<file path="config.mk">
export PLATFORM = sky130hd
export DESIGN_NAME = rlrb_ctrl
export DESIGN_NICKNAME = d
export VERILOG_FILES = /design/src/design/rlrb_pkg.sv /design/src/design/rlrb_ctrl.sv
export SDC_FILE = /design/constraint.sdc
export NUM_CORES = 1
export LEC_CHECK = 0
export BUFFER_PORTS_ARGS = -buffer_cell sky130_fd_sc_hd__buf_2
export CAP_MARGIN = 20
export CORE_MARGIN = 3
export CORE_UTILIZATION = 44
export DETAILED_ROUTE_END_ITERATION = 6
export HOLD_SLACK_MARGIN = 0.12
export PLACE_DENSITY = 0.79
export SKIP_LAST_GASP = 1
export SLEW_MARGIN = 20
export SYNTH_ARGS = -nofsm -noshare
export SYNTH_HDL_FRONTEND = slang
export SYNTH_SLANG_ARGS = --single-unit
</file>
<file path="constraint.sdc">
create_clock -name clock -period 2.3 [get_ports clock]
set_input_delay 0.46 -clock clock [delete_from_list [all_inputs] [get_ports clock]]
set_output_delay 0.46 -clock clock [all_outputs]
set_load 0.01 [all_outputs]
</file>
<file path="src/design/rlrb_pkg.sv">
`default_nettype none
package rlrb_pkg;

   localparam logic [2:0] MODE_OPEN   = 3'd0;
   localparam logic [2:0] MODE_APPEND = 3'd1;
   localparam logic [2:0] MODE_CLEAR  = 3'd2;
   localparam logic [2:0] MODE_FWD    = 3'd3;
   localparam logic [2:0] MODE_BWD    = 3'd4;
   localparam logic [2:0] MODE_READ   = 3'd5;

   localparam logic [1:0] ST_OK        = 2'd0;
   localparam logic [1:0] ST_TOO_LONG  = 2'd1;
   localparam logic [1:0] ST_NO_RECORD = 2'd2;
   localparam logic [1:0] ST_NO_SCAN   = 2'd3;

   typedef enum logic [1:0] {
      SCAN_IDLE = 2'd0,
      SCAN_FWD  = 2'd1,
      SCAN_BWD  = 2'd2,
      SCAN_DONE = 2'd3
   } scan_state_type;

   typedef enum logic [4:0] {
      OP_NONE,
      OP_LOAD,
      OP_SET_ST,
      OP_OPEN,
      OP_HDR_WR,
      OP_TRL_WR,
      OP_COMMIT,
      OP_APPEND,
      OP_CLEAR,
      OP_WALK_INIT,
      OP_WALK_STEP,
      OP_WALK_END,
      OP_BWD_INIT,
      OP_WORD_START,
      OP_WORD_RD,
      OP_WORD_CAP,
      OP_FWD_HDR,
      OP_BWD_HDR,
      OP_BYTE_RD,
      OP_BYTE_TAKE,
      OP_EMPTY_REC,
      OP_SET_DONE,
      OP_SD_ONLY,
      OP_RSP_LOAD
   } dp_op_type;

   typedef enum logic [1:0] {
      BASE_WALK,
      BASE_SPTR,
      BASE_SNEXT
   } base_sel_type;

   typedef struct packed {
      logic [2:0]  mode;
      logic [11:0] record_length;
      logic [7:0]  data_byte;
      logic [9:0]  max_records;
   } rlrb_req_type;

   typedef struct packed {
      logic [1:0] status;
      logic [7:0] read_byte;
      logic       byte_valid;
      logic       record_end;
      logic       scan_done;
      logic       is_empty;
   } rlrb_rsp_type;

   typedef struct packed {
      dp_op_type    op;
      base_sel_type base;
      logic [1:0]   st;
   } dp_cmd_type;

   typedef struct packed {
      logic [2:0]     mode;
      logic           too_long;
      logic           open;
      logic           remain_one;
      logic           len_zero;
      logic           idx_last;
      logic           walk_room;
      logic           walk_bad;
      logic           walk_limit;
      scan_state_type sstate;
      logic           fresh;
      logic           srec_zero;
      logic           bwd_blocked;
      logic           bwd_bad;
      logic           left_zero;
      logic           rsp_free;
   } dp_status_type;

endpackage
`default_nettype wire

</file>
<file path="src/design/rlrb_ctrl.sv">
`default_nettype none
module rlrb_ctrl (
   input  wire logic                   clock,
   input  wire logic                   reset,
   input  wire logic                   req_valid,
   output logic                        req_ready,
   input  wire rlrb_pkg::dp_status_type status,
   output rlrb_pkg::dp_cmd_type         cmd
);
   import rlrb_pkg::*;

   typedef enum logic [3:0] {
      S_IDLE, S_DECODE, S_HDR, S_TRL, S_COMMIT, S_WALK, S_WRD, S_WCAP,
      S_WEVAL, S_WEND, S_FHDR, S_BHDR, S_BYTE, S_BTAKE, S_FINISH
   } state_type;

   typedef enum logic [1:0] {R_WALK, R_FHDR, R_BHDR} ret_type;

   state_type state_ff, state_in;
   ret_type   ret_ff, ret_in;

   assign req_ready = (state_ff == S_IDLE);

   always_comb begin
      cmd      = '{op: OP_NONE, base: BASE_WALK, st: ST_OK};
      state_in = state_ff;
      ret_in   = ret_ff;
      unique case (state_ff)
         S_IDLE: begin
            if (req_valid) begin
               cmd.op   = OP_LOAD;
               state_in = S_DECODE;
            end
         end
         S_DECODE: begin
            state_in = S_FINISH;
            unique case (status.mode)
               MODE_OPEN: begin
                  if (status.too_long) begin
                     cmd.op = OP_SET_ST;
                     cmd.st = ST_TOO_LONG;
                  end else begin
                     cmd.op   = OP_OPEN;
                     state_in = S_HDR;
                  end
               end
               MODE_APPEND: begin
                  if (!status.open) begin
                     cmd.op = OP_SET_ST;
                     cmd.st = ST_NO_RECORD;
                  end else begin
                     cmd.op = OP_APPEND;
                     if (status.remain_one) state_in = S_TRL;
                  end
               end
               MODE_CLEAR: cmd.op = OP_CLEAR;
               MODE_FWD: begin
                  cmd.op   = OP_WALK_INIT;
                  state_in = S_WALK;
               end
               MODE_BWD: cmd.op = OP_BWD_INIT;
               MODE_READ: begin
                  unique case (status.sstate)
                     SCAN_IDLE: begin
                        cmd.op = OP_SET_ST;
                        cmd.st = ST_NO_SCAN;
                     end
                     SCAN_DONE: cmd.op = OP_SD_ONLY;
                     SCAN_FWD: begin
                        if (!status.fresh) begin
                           state_in = S_BYTE;
                        end else if (status.srec_zero) begin
                           cmd.op = OP_SET_DONE;
                        end else begin
                           cmd.op   = OP_WORD_START;
                           cmd.base = BASE_SPTR;
                           ret_in   = R_FHDR;
                           state_in = S_WRD;
                        end
                     end
                     SCAN_BWD: begin
                        if (!status.fresh) begin
                           state_in = S_BYTE;
                        end else if (status.bwd_blocked) begin
                           cmd.op = OP_SET_DONE;
                        end else begin
                           cmd.op   = OP_WORD_START;
                           cmd.base = BASE_SNEXT;
                           ret_in   = R_BHDR;
                           state_in = S_WRD;
                        end
                     end
                  endcase
               end
               default: cmd.op = OP_NONE;
            endcase
         end
         S_HDR: begin
            cmd.op = OP_HDR_WR;
            if (status.idx_last) state_in = status.len_zero ? S_TRL : S_FINISH;
         end
         S_TRL: begin
            cmd.op = OP_TRL_WR;
            if (status.idx_last) state_in = S_COMMIT;
         end
         S_COMMIT: begin
            cmd.op   = OP_COMMIT;
            state_in = S_FINISH;
         end
         S_WALK: begin
            if (!status.walk_room) begin
               cmd.op   = OP_WALK_END;
               state_in = S_FINISH;
            end else begin
               cmd.op   = OP_WORD_START;
               cmd.base = BASE_WALK;
               ret_in   = R_WALK;
               state_in = S_WRD;
            end
         end
         S_WRD: begin
            cmd.op   = OP_WORD_RD;
            state_in = S_WCAP;
         end
         S_WCAP: begin
            cmd.op   = OP_WORD_CAP;
            state_in = S_WRD;
            if (status.idx_last) begin
               unique case (ret_ff)
                  R_WALK:  state_in = S_WEVAL;
                  R_FHDR:  state_in = S_FHDR;
                  R_BHDR:  state_in = S_BHDR;
                  default: state_in = S_WEVAL;
               endcase
            end
         end
         S_WEVAL: begin
            if (status.walk_bad) begin
               cmd.op   = OP_WALK_END;
               state_in = S_FINISH;
            end else begin
               cmd.op   = OP_WALK_STEP;
               state_in = status.walk_limit ? S_WEND : S_WALK;
            end
         end
         S_WEND: begin
            cmd.op   = OP_WALK_END;
            state_in = S_FINISH;
         end
         S_FHDR: begin
            cmd.op   = OP_FWD_HDR;
            state_in = S_BYTE;
         end
         S_BHDR: begin
            if (status.bwd_bad) begin
               cmd.op   = OP_SET_DONE;
               state_in = S_FINISH;
            end else begin
               cmd.op   = OP_BWD_HDR;
               state_in = S_BYTE;
            end
         end
         S_BYTE: begin
            if (status.left_zero) begin
               cmd.op   = OP_EMPTY_REC;
               state_in = S_FINISH;
            end else begin
               cmd.op   = OP_BYTE_RD;
               state_in = S_BTAKE;
            end
         end
         S_BTAKE: begin
            cmd.op   = OP_BYTE_TAKE;
            state_in = S_FINISH;
         end
         S_FINISH: begin
            if (status.rsp_free) begin
               cmd.op   = OP_RSP_LOAD;
               state_in = S_IDLE;
            end
         end
         default: state_in = S_IDLE;
      endcase
   end

   always_ff @(posedge clock) begin
      if (reset) begin
         state_ff <= S_IDLE;
         ret_ff   <= R_WALK;
      end else begin
         state_ff <= state_in;
         ret_ff   <= ret_in;
      end
   end

endmodule
`default_nettype wire

</file>
* Word level (Yosys, flattened, before mapping)
Cells that the tools add are included.
** Word-level totals
- Bits in registers :: 6
- Output and inout bits :: 10
- Word-level logic and storage cells :: 99
** Operators by class
- Equality and inequality tests :: 35
- Muxes and demuxes :: 55
- Reduce and logical (&&, ||, !) cells :: 7
** Operator list (count)
- 5-bit case mux with 15 select lines :: 1
- 4-bit two-way mux :: 16
- 4-bit case mux with 13 select lines :: 1
- 5-bit case mux with 6 select lines :: 1
- 4-bit equality test, second input constant :: 7
- 2-bit two-way mux :: 14
- 5-bit case mux with 4 select lines :: 1
- 4-bit by 3-bit equality test with 1-bit output, second input constant :: 4
- 2-bit case mux with 2 select lines :: 4
- 4-bit case mux with 4 select lines :: 1
- 5-bit two-way mux :: 3
- 7-bit two-way mux :: 2
- 3-bit two-way mux :: 4
- 3-bit != test, second input constant :: 4
- 2-bit != test, second input constant :: 5
- 4-bit by 2-bit equality test with 1-bit output, second input constant :: 2
- 4-bit case mux with 2 select lines :: 1
- 8-bit AND reduction :: 1
- 2-bit equality test, second input constant :: 3
- 3-bit by 2-bit equality test with 1-bit output, second input constant :: 2
- 3-bit equality test, second input constant :: 2
- 2-bit case mux with 3 select lines :: 1
- 1-bit two-way mux :: 5
- 2-bit by 1-bit equality test with 1-bit output, second input constant :: 2
- 10 further kinds :: 10

* Longest topological paths before layout
- Word-level depth :: 5
- Gate-level depth with buffers :: 7

* Worst setup path after synthesis
OpenSTA, ideal clock, no wires.
- Kind :: input to output
- Start point :: input port status[6] (netlist name)
- End point :: output port cmd[7] (netlist name)
- Data arrival time :: 1.594 ns
- Data required time :: 1.840 ns
- Slack :: 0.246 ns
- Stages on the path :: 7
- Cell sequence :: inv_1 ha_1 nor2b_1 o21ai_0 a21oi_1 nor2_1 o41ai_1
** RTL lines
- from (decl) :: line rlrb_ctrl.sv:7 : input wire rlrb_pkg::dp_status_type status,
- to (decl) :: line rlrb_ctrl.sv:8 : output rlrb_pkg::dp_cmd_type cmd

==> run summary <==
Arr. time, crit path: 1.74 ns
DRT Pass-1 Iters: 4
Peak Freq: 0.454 GHz
H-Tree Depth: 1
Top Ports: 32
Reg area: 120 sq um
Async S/R FF share, synth: 0
#FFs+latches synth: 6
Post-synth EDFFs: 0
root buffer cell: clkbuf_4
Via Count: 1,442
CTS resizes: 0
first-pass GRT wire length: 5680 um
Req. time, crit path: 1.84 ns
Initial Util: 0.467
crit path kind: in -> out
DRC: 0
clk_lat worst skew: 0.23 ns
Placement Setup Slack: 0.0904 ns
TNS Setup: 0 ns
worst hold path type: in -> reg
Final nets: 247
main combinational cell family by area after synthesis: simple AND/OR/NAND/NOR gates
antenna fix cells: 0
CP endpoint kind: primary output
final design utilization: 0.563
simple-gate share of the synthesized area: 0.380
Clock Pin Slew Worst Setup and Hold Paths: 0.04 ns
Mean Syn Cell Area: 6.31 sq um
sequential area share after synthesis: 0.103
largest net degree at the start of global routing: 24
die height: 57.5 um
TritonCTS Buffers: 3
Setup Viol. Count Final: 0
post-synthesis mux area share: 0.0279
Filler cells: 267
WL final: 3310 um
Yosys cell types: 48
most frequent cell after synthesis: nor2_1
cell area after synthesis: 1170 sq um
maxcap violations: 0
ANT nets after route: 0
Post-CTS Hold Buffers: 0
main flop type after synthesis: dfxtp_1
grt ovf: 0
vias in the first global route: 1,277
synth cell count leaders: 25 x nor2_1, 20 x a21oi_1, 20 x nand2_1, 15 x o21ai_0, 10 x nor3_1
RSZ-0062 raised after global routing: true
Via density: 5.84
Cell Pwr Density: 701 nW/um^2
multi-input logic area: 951 sq um
wire per inst: 13.4 um
measured slew at the worst slew-check pin: 0.420 ns
Synth Instances: 185
area share of the leading cell type in the synthesized netlist: 0.103
Mapped Nets: 213
ratio of cells with drive above 1 in the final layout: 0.249
Synth Area in XOR/XNOR: 0
Leak Pwr: 0.604 nW
Port Buffers: 31
status: finished clean
CTS tree: done
initial antenna violation count: 0
yosys warns: 0
final worst-path cycle share: 0.958
worst rel slew slack: 0.719
post-synthesis adder-cell area fraction: 0.0643
die width: 57.5 um
clk sinks: 6
Setup Fix Bufs, Post-CTS: 0
Die ar.: 3310 sq um
Worst VDD drop: 0.505 mV
core area: 2500 sq um
# rows: 18
Area after DPL: 1380 sq um
final worst-path setup slack: 0.0970 ns
Synth Area in Compound Gates: 0.335
Design Power: 0.985 mW
Total GRT Usage: 0.210
CP max FO: 4
largest cells by area after synthesis: dfxtp_1 10%, a21oi_1 8.6%, nor2_1 8.0%
Period minus WS final: 2.20 ns
Clock Tree Buf Depth: 2
Max Slew Vio Count: 0
Final HPWL DP: 2600 um
crit path launch type: primary input
endpoints failing hold: 0
GP Congestion: 0.930
design area: 1410 sq um
1st-iter DRT viols: 80
area growth from synthesis to layout: 20.5%
top cell type by total area after synthesis: dfxtp_1
Clock Skew: 0.00310 ns
[flip-flops by register name, summed over array words and instances, names as in the netlist]
signal	count
ret_ff	2
state_ff	4
[placed cells by master (no fill, tap or decap), types with 2 or more instances in the layout]
cell       n
buf_4     12
a31oi_1    4
ha_1       4
buf_2     31
a211oi_1   2
o22ai_1    4
nor4_1     2
o21ai_0   15
nand3_1    3
clkbuf_4   3
dfxtp_1    6
o221ai_1   2
nand2b_1   7
ha_2       2
nor3_1    10
a21oi_1   20
nor2_1    25
nand2_1   20
nor2b_1    7
inv_1      8
[final timing paths]
check                           startpoint                       end  slack [ns]  depth (start not counted)
setup / recovery                 status[6]                    cmd[8]         0.1                          9
hold / removal                       reset    ret_ff[0]$_SDFFE_PP0P_        0.49                          2
setup reg to reg  state_ff[2]$_SDFFE_PP0P_  state_ff[3]$_SDFFE_PP0P_        0.67                          5
hold reg to reg     ret_ff[1]$_SDFFE_PP0P_    ret_ff[1]$_SDFFE_PP0P_        0.50                          2
[final cells by class]
class / instances / share of cell area
Clock buffer: 3 / 0.0160
Inverter: 8 / 0.0214
Multi-Input combinational cell: 157 / 0.676
Sequential cell: 6 / 0.0854
Tap cell: 30 / 0.0267
Timing Repair Buffer: 43 / 0.174
[per-layer routing]
metal  global-route usage  vias up  part of all wire
met1                0.299      640              0.46
li1                     -      732                 -
met4               0.0397        0             0.011
met3               0.0475        6             0.084
met2                0.323       64              0.45
met5                    0        -                 0
[power breakdown]
| part | internal [mW] | switching, mW | total, mW |
|---|---|---|---|
| logic | 0.299 | 0.459 | 0.758 |
| clock network | 0.0586 | 0.0321 | 0.0908 |
| registers | 0.127 | 0.00949 | 0.137 |
| total | 0.484 | 0.501 | 0.985 |
[cells by family after synthesis]
logic type | after synthesis
AND/OR/NAND/NOR | 86
flip-flops | 6
buffers and inverters | 22
adder cells (fa/ha/maj) | 6
AO/OA/AOI/OAI | 62
multiplexers | 3
[worst max-delay path: stages]
cell	delay, ns
buf_2	0.11
inv_1	0.07
ha_2	0.20
buf_4	0.14
a22oi_1	0.33
nor2b_1	0.08
o21ai_1	0.13
o22ai_1	0.08
buf_2	0.14
[per-stage QoR]
stage	cells	hold slack [ns]
after floorplan	185	0.461
after global placement	244	0.485
after detailed placement	244	0.491
after CTS	247	0.475
after global routing	247	0.477
final	247	0.489
No activity file was read; power rests on OpenSTA's default activity.
